### config.mk
export PLATFORM = sky130hd
export DESIGN_NAME = checksummed_packet_deframer_core
export DESIGN_NICKNAME = d
export VERILOG_FILES = /design/src/hdl/cpd_pkg.sv /design/src/hdl/cpd_cfg_regs.sv /design/src/hdl/cpd_step.sv /design/src/hdl/checksummed_packet_deframer_core.sv
export SDC_FILE = /design/constraint.sdc
export NUM_CORES = 1
export LEC_CHECK = 0
export BUFFER_PORTS_ARGS = -buffer_cell sky130_fd_sc_hd__clkbuf_2
export CORE_ASPECT_RATIO = 2
export CORE_MARGIN = 8
export CORE_UTILIZATION = 60
export DETAILED_ROUTE_END_ITERATION = 16
export PLACE_DENSITY = 0.79
export SETUP_SLACK_MARGIN = 0.3
export SLEW_MARGIN = 40
export SYNTH_ARGS = -nofsm -noshare
export SYNTH_HDL_FRONTEND = slang
export SYNTH_SLANG_ARGS = --single-unit
### constraint.sdc
create_clock -name aclk -period 4.6 [get_ports aclk]
set_input_delay 0.92 -clock aclk [delete_from_list [all_inputs] [get_ports aclk]]
set_output_delay 0.92 -clock aclk [all_outputs]
set_load 0.01 [all_outputs]
### src/hdl/cpd_pkg.sv
// Package for the checksummed packet deframer.
// Holds the phase and result-kind codes, register indexes and shared structs.
// No dependencies.
package cpd_pkg;

    // Header length in bytes: start, module id, command, length MSB, length LSB
    localparam int unsigned HDR_LEN = 5;

    localparam int unsigned CFG_INDEX_W = 3;

    // Configuration register indexes
    localparam logic [CFG_INDEX_W-1:0] CFG_START_SYMBOL    = 3'd0;
    localparam logic [CFG_INDEX_W-1:0] CFG_END_SYMBOL      = 3'd1;
    localparam logic [CFG_INDEX_W-1:0] CFG_MODULE_ID_MAX   = 3'd2;
    localparam logic [CFG_INDEX_W-1:0] CFG_MAX_PAYLOAD     = 3'd3;
    localparam logic [CFG_INDEX_W-1:0] CFG_BUFFER_CAPACITY = 3'd4;

    // Receive phase
    typedef enum logic [1:0] {
        PH_HUNT    = 2'd0,
        PH_HEADER  = 2'd1,
        PH_PAYLOAD = 2'd2,
        PH_FOOTER  = 2'd3
    } phase_t;

    // Result kind
    typedef enum logic [1:0] {
        KIND_PROGRESS = 2'd0,
        KIND_PAYLOAD  = 2'd1,
        KIND_DONE     = 2'd2,
        KIND_REJECT   = 2'd3
    } kind_t;

    typedef struct packed {
        logic [7:0]  start_symbol;
        logic [7:0]  end_symbol;
        logic [7:0]  module_id_max;
        logic [15:0] max_payload;
        logic [15:0] buffer_capacity;
    } cfg_t;

    typedef struct packed {
        kind_t       kind;
        logic [7:0]  data_byte;
        logic [15:0] payload_index;
        logic [7:0]  module_id;
        logic [7:0]  command;
        logic [15:0] payload_length;
        logic        err_start;
        logic        err_module;
        logic        err_length;
        logic        err_checksum;
        logic        err_end;
        logic        err_overflow;
    } result_t;

    typedef struct packed {
        phase_t      phase;
        logic [15:0] byte_count;
    } status_t;

endpackage

### src/hdl/cpd_cfg_regs.sv
// Configuration register file of the packet deframer.
// Depends on cpd_pkg for register indexes and the cfg_t struct.
module cpd_cfg_regs
    import cpd_pkg::*;
(
    input  logic                   aclk,
    input  logic                   aresetn,
    input  logic                   cfg_valid,
    output logic                   cfg_ready,
    input  logic [CFG_INDEX_W-1:0] cfg_index,
    input  logic [15:0]            cfg_data,
    output cfg_t                   cfg
);

    cfg_t cfg_reg;

    // Always take a write; unknown indexes are dropped
    assign cfg_ready = 1'b1;
    assign cfg       = cfg_reg;

    always_ff @(posedge aclk) begin
        if (!aresetn) begin
            cfg_reg.start_symbol    <= 8'd1;
            cfg_reg.end_symbol      <= 8'd4;
            cfg_reg.module_id_max   <= 8'd255;
            cfg_reg.max_payload     <= 16'd1024;
            cfg_reg.buffer_capacity <= 16'd1032;
        end else if (cfg_valid) begin
            unique case (cfg_index)
                CFG_START_SYMBOL:    cfg_reg.start_symbol    <= cfg_data[7:0];
                CFG_END_SYMBOL:      cfg_reg.end_symbol      <= cfg_data[7:0];
                CFG_MODULE_ID_MAX:   cfg_reg.module_id_max   <= cfg_data[7:0];
                CFG_MAX_PAYLOAD:     cfg_reg.max_payload     <= cfg_data;
                CFG_BUFFER_CAPACITY: cfg_reg.buffer_capacity <= cfg_data;
                default: ;
            endcase
        end
    end

endmodule

### src/hdl/cpd_step.sv
// Packet state machine of the deframer: phase, counters, header fields and sum.
// Computes the result of one byte or flush. Depends on cpd_pkg.
module cpd_step
    import cpd_pkg::*;
(
    input  logic        aclk,
    input  logic        aresetn,
    input  cfg_t        cfg,
    input  logic        advance,
    input  logic        op,
    input  logic [7:0]  rx_byte,
    output result_t     result,
    output status_t     status
);

    phase_t      phase_reg,   phase_next;
    logic [15:0] count_reg,   count_next;
    logic [15:0] length_reg,  length_next;
    logic [7:0]  module_reg,  module_next;
    logic [7:0]  command_reg, command_next;
    logic [15:0] sum_reg,     sum_next;
    logic [15:0] rsum_reg,    rsum_next;

    logic [15:0] count_inc;
    logic [15:0] sum_add;
    logic [16:0] foot_base;
    logic [16:0] count_ext;
    logic [15:0] length_lo;

    assign count_inc = count_reg + 16'd1;
    assign sum_add   = sum_reg + {8'd0, rx_byte};
    assign count_ext = {1'b0, count_reg};
    assign foot_base = {1'b0, length_reg} + 17'(HDR_LEN);
    assign length_lo = {length_reg[15:8], rx_byte};

    assign status.phase      = phase_reg;
    assign status.byte_count = count_reg;

    // Hold state until the item moves on to the result register
    always_ff @(posedge aclk) begin
        if (!aresetn) begin
            phase_reg   <= PH_HUNT;
            count_reg   <= '0;
            length_reg  <= '0;
            module_reg  <= '0;
            command_reg <= '0;
            sum_reg     <= '0;
            rsum_reg    <= '0;
        end else if (advance) begin
            phase_reg   <= phase_next;
            count_reg   <= count_next;
            length_reg  <= length_next;
            module_reg  <= module_next;
            command_reg <= command_next;
            sum_reg     <= sum_next;
            rsum_reg    <= rsum_next;
        end
    end

    // Next state and result for the item in the input register
    always_comb begin
        phase_next   = phase_reg;
        count_next   = count_reg;
        length_next  = length_reg;
        module_next  = module_reg;
        command_next = command_reg;
        sum_next     = sum_reg;
        rsum_next    = rsum_reg;
        result       = '0;
        result.kind  = KIND_PROGRESS;

        if (op) begin
            // Flush: back to hunting
            phase_next = PH_HUNT;
            count_next = '0;
        end else if (count_reg >= cfg.buffer_capacity) begin
            // No room (or no buffer): drop the byte
            result.kind         = KIND_REJECT;
            result.err_overflow = 1'b1;
        end else begin
            unique case (phase_reg)
                PH_HUNT: begin
                    if (rx_byte != cfg.start_symbol) begin
                        result.kind      = KIND_REJECT;
                        result.err_start = 1'b1;
                    end else begin
                        count_next = 16'd1;
                        sum_next   = {8'd0, rx_byte};
                        phase_next = PH_HEADER;
                    end
                end
                PH_HEADER: begin
                    sum_next   = sum_add;
                    count_next = count_inc;
                    if (count_reg == 16'd1) begin
                        module_next = rx_byte;
                    end else if (count_reg == 16'd2) begin
                        command_next = rx_byte;
                    end else if (count_reg == 16'd3) begin
                        length_next = {rx_byte, length_reg[7:0]};
                    end else begin
                        length_next = length_lo;
                        phase_next  = (length_lo == 16'd0) ? PH_FOOTER : PH_PAYLOAD;
                    end
                end
                PH_PAYLOAD: begin
                    sum_next             = sum_add;
                    count_next           = count_inc;
                    result.kind          = KIND_PAYLOAD;
                    result.data_byte     = rx_byte;
                    result.payload_index = count_reg - 16'(HDR_LEN);
                    if (count_ext + 17'd1 >= foot_base) begin
                        phase_next = PH_FOOTER;
                    end
                end
                PH_FOOTER: begin
                    count_next = count_inc;
                    if (count_ext == foot_base) begin
                        rsum_next = {rx_byte, rsum_reg[7:0]};
                    end else if (count_ext == foot_base + 17'd1) begin
                        rsum_next = {rsum_reg[15:8], rx_byte};
                    end else begin
                        // Last byte: validate and report the packet
                        result.kind           = KIND_DONE;
                        result.module_id      = module_reg;
                        result.command        = command_reg;
                        result.payload_length = length_reg;
                        result.err_module     = module_reg > cfg.module_id_max;
                        result.err_length     = length_reg > cfg.max_payload;
                        result.err_checksum   = (16'd0 - sum_reg) != rsum_reg;
                        result.err_end        = rx_byte != cfg.end_symbol;
                        phase_next            = PH_HUNT;
                        count_next            = '0;
                    end
                end
                default: ;
            endcase
        end
    end

endmodule

### src/hdl/checksummed_packet_deframer_core.sv
// Top level of the checksummed packet deframer: input register, step logic,
// result register. Depends on cpd_pkg, cpd_cfg_regs and cpd_step.
//
// Deframes packets of the form start symbol, module id, command, 16-bit
// big-endian length, payload, 16-bit two's-complement checksum, end symbol,
// one byte (or flush) per input transfer and exactly one result transfer per
// input transfer. Throughput is one item per clock while the result channel
// is not stalled; an item passes through the input register, then the result
// register, with the running sum, byte counter and phase updated in the step
// stage. Both stages advance together, so the block keeps taking bytes while
// a result waits, until both registers are full. Configuration writes are
// always taken and must only be issued while idle.
module checksummed_packet_deframer_core
    import cpd_pkg::*;
(
    input  logic                   aclk,
    input  logic                   aresetn,
    // configuration write channel
    input  logic                   cfg_valid,
    output logic                   cfg_ready,
    input  logic [CFG_INDEX_W-1:0] cfg_index,
    input  logic [15:0]            cfg_data,
    // input channel
    input  logic                   s_valid,
    output logic                   s_ready,
    input  logic                   s_op,
    input  logic [7:0]             s_rx_byte,
    // result channel
    output logic                   m_valid,
    input  logic                   m_ready,
    output logic [1:0]             m_kind,
    output logic [7:0]             m_data_byte,
    output logic [15:0]            m_payload_index,
    output logic [7:0]             m_module_id,
    output logic [7:0]             m_command,
    output logic [15:0]            m_payload_length,
    output logic                   m_err_start,
    output logic                   m_err_module,
    output logic                   m_err_length,
    output logic                   m_err_checksum,
    output logic                   m_err_end,
    output logic                   m_err_overflow
);

    cfg_t    cfg;
    result_t step_result;
    status_t step_status;

    logic       in_valid_reg, in_valid_next;
    logic       in_op_reg;
    logic [7:0] in_byte_reg;
    logic       out_valid_reg, out_valid_next;
    result_t    out_reg;
    logic       advance;
    logic       in_take;

    cpd_cfg_regs u_cfg (
        .aclk      (aclk),
        .aresetn   (aresetn),
        .cfg_valid (cfg_valid),
        .cfg_ready (cfg_ready),
        .cfg_index (cfg_index),
        .cfg_data  (cfg_data),
        .cfg       (cfg)
    );

    cpd_step u_step (
        .aclk    (aclk),
        .aresetn (aresetn),
        .cfg     (cfg),
        .advance (advance),
        .op      (in_op_reg),
        .rx_byte (in_byte_reg),
        .result  (step_result),
        .status  (step_status)
    );

    // Advance when the result register is free or being emptied
    assign advance = in_valid_reg && (!out_valid_reg || m_ready);
    assign s_ready = !in_valid_reg || advance;
    assign in_take = s_valid && s_ready;

    always_comb begin
        in_valid_next = in_valid_reg;
        if (in_take) begin
            in_valid_next = 1'b1;
        end else if (advance) begin
            in_valid_next = 1'b0;
        end
        out_valid_next = out_valid_reg;
        if (advance) begin
            out_valid_next = 1'b1;
        end else if (m_ready) begin
            out_valid_next = 1'b0;
        end
    end

    // Input register
    always_ff @(posedge aclk) begin
        if (!aresetn) begin
            in_valid_reg <= 1'b0;
        end else begin
            in_valid_reg <= in_valid_next;
        end
    end

    always_ff @(posedge aclk) begin
        if (in_take) begin
            in_op_reg   <= s_op;
            in_byte_reg <= s_rx_byte;
        end
    end

    // Result register
    always_ff @(posedge aclk) begin
        if (!aresetn) begin
            out_valid_reg <= 1'b0;
        end else begin
            out_valid_reg <= out_valid_next;
        end
    end

    always_ff @(posedge aclk) begin
        if (advance) begin
            out_reg <= step_result;
        end
    end

    assign m_valid          = out_valid_reg;
    assign m_kind           = out_reg.kind;
    assign m_data_byte      = out_reg.data_byte;
    assign m_payload_index  = out_reg.payload_index;
    assign m_module_id      = out_reg.module_id;
    assign m_command        = out_reg.command;
    assign m_payload_length = out_reg.payload_length;
    assign m_err_start      = out_reg.err_start;
    assign m_err_module     = out_reg.err_module;
    assign m_err_length     = out_reg.err_length;
    assign m_err_checksum   = out_reg.err_checksum;
    assign m_err_end        = out_reg.err_end;
    assign m_err_overflow   = out_reg.err_overflow;

    // A stalled input item is held in place
    a_in_hold: assert property (@(posedge aclk) disable iff (!aresetn)
        in_valid_reg && !advance |=> in_valid_reg && $stable(in_byte_reg)
            && $stable(in_op_reg))
        else $error("input register changed while stalled");

    // A flush leaves the deframer hunting with an empty count
    a_flush: assert property (@(posedge aclk) disable iff (!aresetn)
        advance && in_op_reg |=> step_status.phase == PH_HUNT
            && step_status.byte_count == 16'd0)
        else $error("flush did not return to hunting");

    // A taken result with nothing behind it empties the result register
    a_out_drain: assert property (@(posedge aclk) disable iff (!aresetn)
        out_valid_reg && m_ready && !advance |=> !out_valid_reg)
        else $error("result transfer repeated");

endmodule
==> summary.txt, run 1 <==
Min path
  • HP Start: u_cfg.cfg[11]$_SDFFE_PN0P_
  • Worst Hold Path EP: u_cfg.cfg[11]$_SDFFE_PN0P_
  • Hold Path Class: reg2reg
  • WHS Path Cells: 2

Logic synthesis
  • Top_reg_cell synth: dfxtp_1
  • Yosys reg bits: 213
  • EDFF count, synth: 73
  • Top-area cell type share of the netlist area: 0.2219
  • Post-synthesis cell type count: 76
  • Mapped Area: roughly 13,000 um2
  • Syn avg cell area: approximately 9.3 um2
  • Mapped Nets: about 1,500
  • Asr flop ratio synth: 0
  • Leading area contributor after synthesis: dfxtp_1
  • Sequential area share after synthesis: 0.3955
  • Synth top area cells: dfxtp_1 (22%), edfxtp_1 (17%), ha_1 (7.6%)
  • Post-synthesis cell count: approximately 1,400
  • Synth warn: 0

Layout
  • Largest register FFs: 56
  • Final nets: between 1,500 and 2,000
  • Antenna cell count: 0
  • Area of the multi-input gates: slightly above 7000 um2
  • Area delta synth->final: 12.47%
  • Sequential cell area: 4995 um2
  • Final-layout fill cell count: about 1,700
  • Post-Layout Cell Count: 1,740
  • Layout cells sized above 1: 0.1373

Routing
  • Detail Route Antenna Nets: 0
  • Drt first pass iters: 7
  • Via density: about 6.1
  • First DRT Iteration DRCs: approximately 600
  • Residual DRC count: 0
  • Via count: 10,630
  • Wire per inst: around 22 um
  • Routed Wire Length: between 30,000 and 40,000 um

Power and ir drop
  • Max VDD drop: around 0.28 mV
  • Static leakage: 5.889 nW
  • PD cells: about 280 nW/um2

Worst setup path
  • CP Class: reg2reg
  • Top delay family on crit path: simple AND/OR/NAND/NOR gates
  • Critical R2R Launch: u_step.length_reg[2]$_SDFFE_PN0P_
  • Setup slack, reg-to-reg: about 0.55 ns
  • Worst Path Arrival: between 4 and 5 ns
  • CP Max Fanout: 12
  • CP Data Required Time: 5.03 ns
  • Worst r2r path cells: 10
  • Worst Path Buf+Inv: 0
  • Crit path launch type: flip-flop
  • Largest stage delay on the critical path: 0.61 ns
  • Critical path, cell by cell: o211ai_2 -> nor4_4 -> xnor3_1 -> or4_1 -> or4_1 -> a32oi_1 -> o2111ai_1 -> a21o_1 -> nor2_1 -> a22o_1
  • Worst flop-to-flop path endpoint: u_step.count_reg[9]$_SDFFE_PN0P_
  • CP Capture Type: flip-flop
  • Critical-path top delay cell: dfxtp_1
  • Most frequent CP cell: or4_1

Place
  • IO Port Bufs: 98
  • Detail Placement HPWL: 28,800 um
  • Gpl congestion: between 0.9 and 1
  • Placed Cells: 1,704

STA
  • Setup_tns: 0 ns
  • Fmax: ~250 MHz
  • Final setup viols: 0
  • Rel. slew slack: 0.4380
  • RSZ-0062 raised after global routing: no
  • Period utilization: 0.8808
  • Worst slew pin tran: around 0.84 ns
  • Setup Skew: about 0.020 ns
  • Fin crit period: 4.052 ns
  • Slew Viols, Final: 0
  • Final Hold Fails: 0

Floorplanning
  • Die area: around 26,000 um2
  • Die Y: approximately 220 um
  • Core region area: 20,830 um2
  • # rows: 75
  • Initial Util: 0.6062
  • Die span in x: 118.6 um
  • I/O pin cnt: 100

Clock tree
  • CTS Buf Count: 20
  • Clock latency at the later pin of the worst-skew pair: just over 0.5 ns
  • Total number of H-tree levels: 1
  • CTS Sinks: about 210
  • CTS max path bufs: 3
  • CTS clk-pin slew, worst paths: about 0.07 ns
  • Setup Buffers After CTS: 0
  • Root Driver: clkbuf_16
  • CTS tree: built

GRT
  • Total track usage: 0.2847
  • Vias in the first global route: approximately 11,000
  • First-pass GRT wire length: 58,750 um
  • Largest net degree at the start of global routing: 80
  • Antenna violations before repair: 0
  • Overflow after GRT: 0

Flow run
  • Max-cap viol count: 0

Run status
  • Status: finished clean
cell usage after synthesis, drive strengths merged, types with 26 or more instances:
library cell  count
nor2             66
nand3            29
nand2           149
a21boi           51
o21ai            34
nand4            27
mux2i            51
xor2             32
clkbuf           66
ha               77
and2             33
nor2b            69
inv              69
dfxtp           140
xnor2            62
nor3             26
a21oi            32
edfxtp           73
worst register-to-register path: stages, from the launching register on:
cell and delay [ns]:
dfxtp_1 0.61, o211ai_2 0.26, nor4_4 0.35, xnor3_1 0.31
or4_1 0.48, or4_1 0.44, a32oi_1 0.29, o2111ai_1 0.30
a21o_1 0.35, nor2_1 0.38, a22o_1 0.21
layout make-up:
class / count / share of cell area
multi-input cells: 1002 / 0.4968
flip-flops and latches: 213 / 0.3516
repair buffers: 151 / 0.06280
clock buffers: 32 / 0.04202
well taps: 269 / 0.02369
inverters: 69 / 0.01823
clock inverters: 4 / 0.004845
what timing repair did:
| item | in CTS | in global routing |
|---|---|---|
| hold buffers | 0 | 0 |
| hold endpoints to repair | 0 | 0 |
| endpoints found under the setup margin | 0 | 7 |
| resized for setup | 0 | 1 |
power by group:
group	internal, mW	switching (mW)	leakage, nW
sequential	1.99	0.0214	1.81
combinational	0.0785	0.147	3.76
clock	1.00	0.703	0.324
total	3.07	0.871	5.89
kinds of logic (layout without fill, tap and decap cells):
kind of cell	after synthesis	count (layout)	share of synthesized area
AO/OA/AOI/OAI	253	253	0.1444
buffers and inverters	150	256	0.04597
flip-flops	213	213	0.3955
XOR/XNOR	101	101	0.07777
multiplexers	51	51	0.04042
other	1	1	0.0002969
adder cells (fa/ha/maj)	78	78	0.07787
AND/OR/NAND/NOR	518	518	0.2178
layout by cell type (no fill, tap or decap), types with 19 or more instances in the layout:
master / synthesis / final
nand3_1: 28 / 28
inv_1: 69 / 68
nor2_1: 66 / 66
a21o_1: 22 / 22
nand2_1: 149 / 149
xnor2_1: 62 / 62
buf_4: 2 / 52
edfxtp_1: 73 / 73
nor2b_1: 69 / 69
clkbuf_2: 0 / 98
o21ai_0: 32 / 32
a21oi_1: 31 / 31
ha_1: 77 / 76
mux2i_1: 51 / 51
xor2_1: 32 / 32
and2_1: 32 / 32
o211ai_1: 19 / 19
nor3_1: 24 / 24
dfxtp_1: 140 / 140
a21boi_0: 50 / 50
nand4_1: 26 / 26
clkbuf_16: 0 / 21
nor4_1: 22 / 22
worst max-delay path by stage:
stage	depth (start not counted)	endpoint	from
2_1_floorplan	8	u_step.sum_reg[13]$_SDFFE_PN0P_	m_ready
3_3_place_gp	11	u_step.count_reg[1]$_SDFFE_PN0P_	u_step.length_reg[0]$_SDFFE_PN0P_
3_5_place_dp	11	u_step.count_reg[9]$_SDFFE_PN0P_	u_step.length_reg[0]$_SDFFE_PN0P_
4_1_cts	11	u_step.count_reg[9]$_SDFFE_PN0P_	u_step.length_reg[0]$_SDFFE_PN0P_
5_1_grt	10	u_step.count_reg[9]$_SDFFE_PN0P_	u_step.length_reg[2]$_SDFFE_PN0P_
6_report	10	u_step.count_reg[9]$_SDFFE_PN0P_	u_step.length_reg[2]$_SDFFE_PN0P_
per-layer routing:
layer  GRT usage  vias to the layer above  part of all wire
met1      0.2611                     5022              0.32
met2      0.5346                      418              0.54
met3     0.04081                      177             0.052
li1            -                     5010                 -
met5           0                        -                 0
met4      0.2382                        0             0.087
through the flow:
| step | utilization | area, um2 | power (mW) | hold WS, ns | setup slack, ns |
|---|---|---|---|---|---|
| 2_1_floorplan | - | 12630 | 2.167 | 0.4435 | 0.5898 |
| 3_3_place_gp | 0.6496 | 13530 | 2.268 | 0.4522 | 0.5578 |
| 3_5_place_dp | 0.6496 | 13530 | 2.273 | 0.4613 | 0.4794 |
| 4_1_cts | 0.6816 | 14200 | 3.955 | 0.4701 | 0.4432 |
| 5_1_grt | 0.6819 | 14200 | 4.035 | 0.4933 | 0.3685 |
| 6_report | 0.6819 | 14200 | 3.936 | 0.4676 | 0.5484 |
Power figures use the tool's default switching activity.
==> run 2, diff against run 1 <==
Settings changed: PLACE_DENSITY 0.79 to 0.85, REMOVE_ABC_BUFFERS from default to 1.
==> run 2 against run 1 <==
Compared with the run above:
- critical path depth grew 1
- critical path type unchanged
- worst setup slack got worse by 0.10 ns
- critical endpoint is now m_payload_length[1]$_SDFFCE_PP0P_
- clock power decreased by 6%
- clock skew grew 0.0037 ns
- largest power group unchanged
==> summary.txt, run 2 (synthesized netlist as in run 1, its figures left out) <==
Run status
  • Status: finished clean

Place
  • Gpl congestion: 1.063 (+9.8%)
  • Placement Setup Slack: 0.3209 ns (-0.1585 ns)
  • Placed Cells: 1,692 (-0.70%)
  • IO Port Bufs: 98 (unchanged)
  • Detail Placement HPWL: 28,390 um (-1.4%)

STA
  • RSZ-0062 raised after global routing: yes
  • Slew Viols, Final: 0 (unchanged)
  • PnR worst setup slack: 0.4438 ns (-0.1046 ns)
  • Setup Skew: 0.02387 ns (+0.003734 ns)
  • Final hold slack: 0.4656 ns (-0.001985 ns)
  • Period utilization: 0.9035 (+0.02274)
  • Setup_tns: 0 ns (unchanged)
  • Rel. slew slack: 0.4463 (+0.008381)
  • Fin crit period: 4.156 ns (+0.1046 ns)
  • Worst slew pin tran: 0.8285 ns (-0.008959 ns)
  • Fmax: 240.6 MHz (-2.5%)
  • Final Hold Fails: 0 (unchanged)
  • Final setup viols: 0 (unchanged)

Min path
  • Hold Path Class: reg2reg

Routing
  • Routed Wire Length: 37,270 um (-1.7%)
  • Residual DRC count: 0 (unchanged)
  • Drt first pass iters: 5 (-2)
  • Detail Route Antenna Nets: 0 (unchanged)
  • Wire per inst: 21.58 um (-0.99%)
  • Via count: 10,640 (+0.14%)
  • Via density: 6.162 (+0.89%)
  • First DRT Iteration DRCs: 795 (+32%)

Clock tree
  • CTS Hold Bufs: 0 (unchanged)
  • CTS Sinks: 213 (unchanged)
  • Total number of H-tree levels: 1 (unchanged)
  • Root Driver: clkbuf_16
  • CTS max path bufs: 3 (unchanged)
  • CTS Buf Count: 20 (unchanged)
  • Clock latency at the later pin of the worst-skew pair: 0.52 ns (about the same)
  • CTS clk-pin slew, worst paths: 0.07 ns (about the same)
  • CTS tree: built

Floorplanning
  • # rows: 75 (unchanged)
  • Core region area: 20,830 um2 (unchanged)
  • Die Y: 221.2 um (unchanged)
  • Die area: 26,230 um2 (unchanged)
  • Die span in x: 118.6 um (unchanged)
  • Initial Util: 0.6062 (unchanged)
  • I/O pin cnt: 100 (unchanged)

Power and ir drop
  • PD cells: 271.2 nW/um2 (-2.1%)
  • Max VDD drop: 0.3763 mV (+35%)
  • Static leakage: 5.811 nW (-1.3%)

Layout
  • Post-Layout Cell Count: 1,727 (-0.75%)
  • Area delta synth->final: 11.70%
  • Commonest cells after routing, fill and taps aside: nand2_1 (149), dfxtp_1 (136), clkbuf_2 (98)
  • Layout cells sized above 1: 0.1351 (-0.002205)
  • Largest register FFs: 56 (unchanged)
  • Commonest non-fill, non-tap cell in the layout: nand2_1
  • Final nets: 1,556 (-0.77%)
  • Final Util: 0.6772 (-0.004685)
  • Antenna cell count: 0 (unchanged)

GRT
  • Met3 usage: 0.04055 (-0.0002550)
  • Antenna violations before repair: 0 (unchanged)
  • GR Util met2: 0.5172 (-0.01741)
  • First-pass GRT wire length: 58,050 um (-1.2%)
  • Largest net degree at the start of global routing: 70 (-13%)
  • Overflow after GRT: 0 (unchanged)
  • GR Util met1: 0.2609 (about the same)
  • Vias in the first global route: 10,850 (+0.73%)
  • Total track usage: 0.2805 (-0.004196)
  • GR peak layer: met2

Worst setup path
  • Worst Path Arrival: 4.41 ns (-0.07 ns)
  • CP Class: reg2reg
  • CP Max Fanout: 18 (+6)
  • CP Data Required Time: 4.86 ns (-0.17 ns)
  • CP Capture Type: flip-flop
  • Crit path launch type: flip-flop

Flow run
  • Max-cap viol count: 0 (unchanged)
==> run 2: changes by cell type in the layout (fill, tap and decap cells not counted), sizes merged <==
cell,before,now
clkinvlp,0,1
buf,53,41
inv,69,70
bufinv,2,0
clkbuf,130,125
clkinv,2,6
==> run 2: area by class of cell <==
type                       count  area, um2
clock inverter                 8      53.80
tap                          269      336.6
multi-input combinational   1002       7079
fill                        1684       6725
timing repair buffer         139      810.8
inverter                      69      259.0
clock buffer                  27      568.0
sequential                   213       5000
==> run 2: through the flow <==
stage,total power [mW],instance area (um2)
3_5_place_dp,2.271,13460
3_3_place_gp,2.263,13440
2_1_floorplan,2.152,12310
4_1_cts,3.849,14080
6_report,3.826,14110
5_1_grt,3.945,14110
==> run 2: per-layer routing <==
metal / vias to the layer above / share of wire
met5: - / 0
li1: 4994 / -
met4: 0 / 0.092
met3: 172 / 0.051
met1: 5065 / 0.33
met2: 411 / 0.53
==> run 2: power breakdown <==
group | internal [mW] | switching [mW] | total, mW
Sequential | 1.99 | 0.0279 | 2.01
Combinational | 0.0790 | 0.140 | 0.219
Clock | 0.873 | 0.720 | 1.59
==> run 2: final timing paths <==
path	from	end	slack [ns]	cells past startpoint
min	u_cfg.cfg[23]$_SDFFE_PN0P_	u_cfg.cfg[23]$_SDFFE_PN0P_	0.47	2
min reg2reg	u_cfg.cfg[23]$_SDFFE_PN0P_	u_cfg.cfg[23]$_SDFFE_PN0P_	0.47	2
max	u_step.length_reg[3]$_SDFFE_PN0P_	m_payload_length[1]$_SDFFCE_PP0P_	0.44	11
max reg2reg	u_step.length_reg[3]$_SDFFE_PN0P_	m_payload_length[1]$_SDFFCE_PP0P_	0.44	11
==> run 2: worst max-delay path, stage by stage (launching register included) <==
cell	delay, ns
dfxtp_1	0.59
nand2_1	0.31
nor4_2	0.47
xnor2_1	0.26
or4_1	0.57
or4_1	0.46
a32oi_1	0.29
o2111ai_1	0.19
nand3b_1	0.20
nor2_4	0.13
buf_4	0.26
and2_1	0.17
==> run 2: what timing repair did <==
action,in CTS,in global routing
setup buffers,0,0
gates cloned,0,0
resized for setup,1,7
endpoints found under the setup margin,12,52
==> run 3, diff against run 2 <==
Settings changed: PLACE_DENSITY 0.85 to 0.83.
==> run 3 against run 2 <==
Compared with the run above:
- register-to-register slack worse by 0.08 ns
- worst setup slack worse by 0.075 ns
- wire length is 3.4% higher
- combinational power is 3% lower
- die area stayed put
- via count is 0.18% higher
- count of clock-buffer cells in the layout is 5 lower
- sequential share of layout area is 0.15 points lower
- critical endpoint is now u_step.phase_reg[0]$_SDFFE_PN0P_
==> summary.txt, run 3 (synthesized netlist as in run 1, its figures left out) <==
Clock tree
  • Clock latency at the later pin of the worst-skew pair: 0.55 ns (+0.03 ns)
  • CTS max path bufs: 3 (unchanged)
  • Setup Buffers After CTS: 0 (unchanged)
  • Total number of H-tree levels: 1 (unchanged)
  • CTS Sinks: 213 (unchanged)
  • CTS Buf Count: 20 (unchanged)
  • CTS tree: built
  • CTS clk-pin slew, worst paths: 0.08 ns (about the same)
  • Root Driver: clkbuf_16

Layout
  • Final Cell Area: 14,160 um2 (+0.39%)
  • Commonest cells after routing, fill and taps aside: nand2_1 (149), dfxtp_1 (137), clkbuf_2 (98)
  • Final nets: 1,551 (-0.32%)
  • Final-layout fill cell count: 1,704 (+1.2%)
  • Antenna cell count: 0 (unchanged)
  • Largest register FFs: 56 (unchanged)
  • Commonest non-fill, non-tap cell in the layout: nand2_1
  • Area delta synth->final: 12.14%
  • Final Util: 0.6798 (+0.002643)
  • Layout cells sized above 1: 0.1362 (+0.001059)
  • Post-Layout Cell Count: 1,723 (-0.23%)

STA
  • Setup_tns: 0 ns (unchanged)
  • Final setup viols: 0 (unchanged)
  • Fmax: 236.3 MHz (-1.8%)
  • Worst slew pin tran: 0.8173 ns (-0.01117 ns)
  • Final Hold Fails: 0 (unchanged)
  • Fin crit period: 4.231 ns (+0.07521 ns)
  • PnR worst setup slack: 0.3686 ns (-0.07521 ns)
  • Setup Skew: 0.03942 ns (+0.01554 ns)
  • Rel. slew slack: 0.4551 (+0.008785)
  • RSZ-0062 raised after global routing: no
  • Final hold slack: 0.4675 ns (+0.001961 ns)
  • Period utilization: 0.9199 (+0.01635)
  • Slew Viols, Final: 0 (unchanged)

Worst setup path
  • Critical-path top delay cell: nor4b_1
  • CP Max Fanout: 9 (-9)
  • Critical path, cell by cell: nand4_2 -> nor3_1 -> nor4b_1 -> xnor2_1 -> ha_1 -> nand4_1 -> nor2_1 -> o21ai_0 -> a31oi_1 -> o221ai_1 -> or2_2 -> a221o_1
  • Worst Path Arrival: 4.66 ns (+0.25 ns)
  • CP Data Required Time: 5.03 ns (+0.17 ns)
  • Largest stage delay on the critical path: 0.61 ns (+0.02 ns)
  • CP Class: reg2reg
  • CP Capture Type: flip-flop
  • Crit path launch type: flip-flop

Flow run
  • Max-cap viol count: 0 (unchanged)

Floorplanning
  • Initial Util: 0.6062 (unchanged)
  • # rows: 75 (unchanged)
  • I/O pin cnt: 100 (unchanged)
  • Die span in x: 118.6 um (unchanged)
  • Core region area: 20,830 um2 (unchanged)
  • Die Y: 221.2 um (unchanged)
  • Die area: 26,230 um2 (unchanged)

Min path
  • Hold Path Class: reg2reg

Place
  • Placed Cells: 1,686 (-0.35%)
  • Gpl congestion: 1.009 (-5.1%)
  • IO Port Bufs: 98 (unchanged)
  • Placement Setup Slack: 0.3043 ns (-0.01659 ns)
  • Detail Placement HPWL: 28,170 um (-0.78%)
  • Area of placed instances: 13,400 um2 (-0.43%)

Routing
  • Routed Wire Length: 38,520 um (+3.4%)
  • Wire per inst: 22.36 um (+3.6%)
  • First DRT Iteration DRCs: 740 (-6.9%)
  • Drt first pass iters: 5 (unchanged)
  • Via count: 10,660 (+0.18%)
  • Detail Route Antenna Nets: 0 (unchanged)
  • Via density: 6.187 (+0.41%)
  • Residual DRC count: 0 (unchanged)

GRT
  • Overflow after GRT: 0 (unchanged)
  • Largest net degree at the start of global routing: 65 (-7.1%)
  • First-pass GRT wire length: 58,880 um (+1.4%)
  • Total track usage: 0.2868 (+0.006318)
  • Vias in the first global route: 10,860 (+0.12%)
  • Antenna violations before repair: 0 (unchanged)

Run status
  • Status: finished clean

Power and ir drop
  • Static leakage: 5.828 nW (+0.30%)
  • PD cells: 288.0 nW/um2 (+6.2%)
  • Design Power: 4.079 mW (+6.6%)
  • Max VDD drop: 0.4573 mV (+22%)
[run 3: area by class of cell]
class | count | area [um2] | area share
clock buffer | 22 | 529.3 | 0.03737
tap | 269 | 336.6 | 0.02377
sequential | 213 | 4999 | 0.3529
inverter | 69 | 259.0 | 0.01829
clock inverter | 14 | 197.7 | 0.01396
timing repair buffer | 134 | 764.5 | 0.05398
multi-input combinational | 1002 | 7077 | 0.4997
[run 3: worst max-delay path, delay by kind of cell, from the launching register on]
family,cells,cell delay (ns)
xor gates and xnor gates,1,0.30
and+or+nand+nor,6,1.86
DFF,1,0.59
AOI/OAI and AO/OA,4,1.00
adders and majority gates,1,0.40
[run 3: final timing paths]
path | startpoint | end | slack (ns) | depth (start not counted)
hold reg to reg | u_cfg.cfg[5]$_SDFFE_PN0P_ | u_cfg.cfg[5]$_SDFFE_PN0P_ | 0.47 | 2
setup reg to reg | u_step.length_reg[8]$_SDFFE_PN0P_ | u_step.phase_reg[0]$_SDFFE_PN0P_ | 0.37 | 12
hold / removal | u_cfg.cfg[5]$_SDFFE_PN0P_ | u_cfg.cfg[5]$_SDFFE_PN0P_ | 0.47 | 2
setup / recovery | u_step.length_reg[8]$_SDFFE_PN0P_ | u_step.phase_reg[0]$_SDFFE_PN0P_ | 0.37 | 12
[run 3: what timing repair did]
| item | CTS | global route |
|---|---|---|
| setup endpoints to repair | 7 | 34 |
| hold buffers | 0 | 0 |
| pin swaps | 0 | 0 |
| resized for setup | 1 | 6 |
| gates cloned | 0 | 0 |
[run 3: layer usage]
metal / vias to the layer above / GRT usage / part of all wire
met5: - / 0 / 0
met4: 0 / 0.2312 / 0.083
met3: 189 / 0.04999 / 0.059
met2: 472 / 0.5324 / 0.53
met1: 5019 / 0.2663 / 0.33
li1: 4981 / - / -
[run 3: where the power goes]
part           total (mW)  switching (mW)  leakage [nW]  internal [mW]
registers            2.02          0.0340          1.81           1.99
logic               0.213           0.137          3.67         0.0762
clock network        1.85           0.778         0.348           1.07
total                4.08           0.948          5.83           3.13
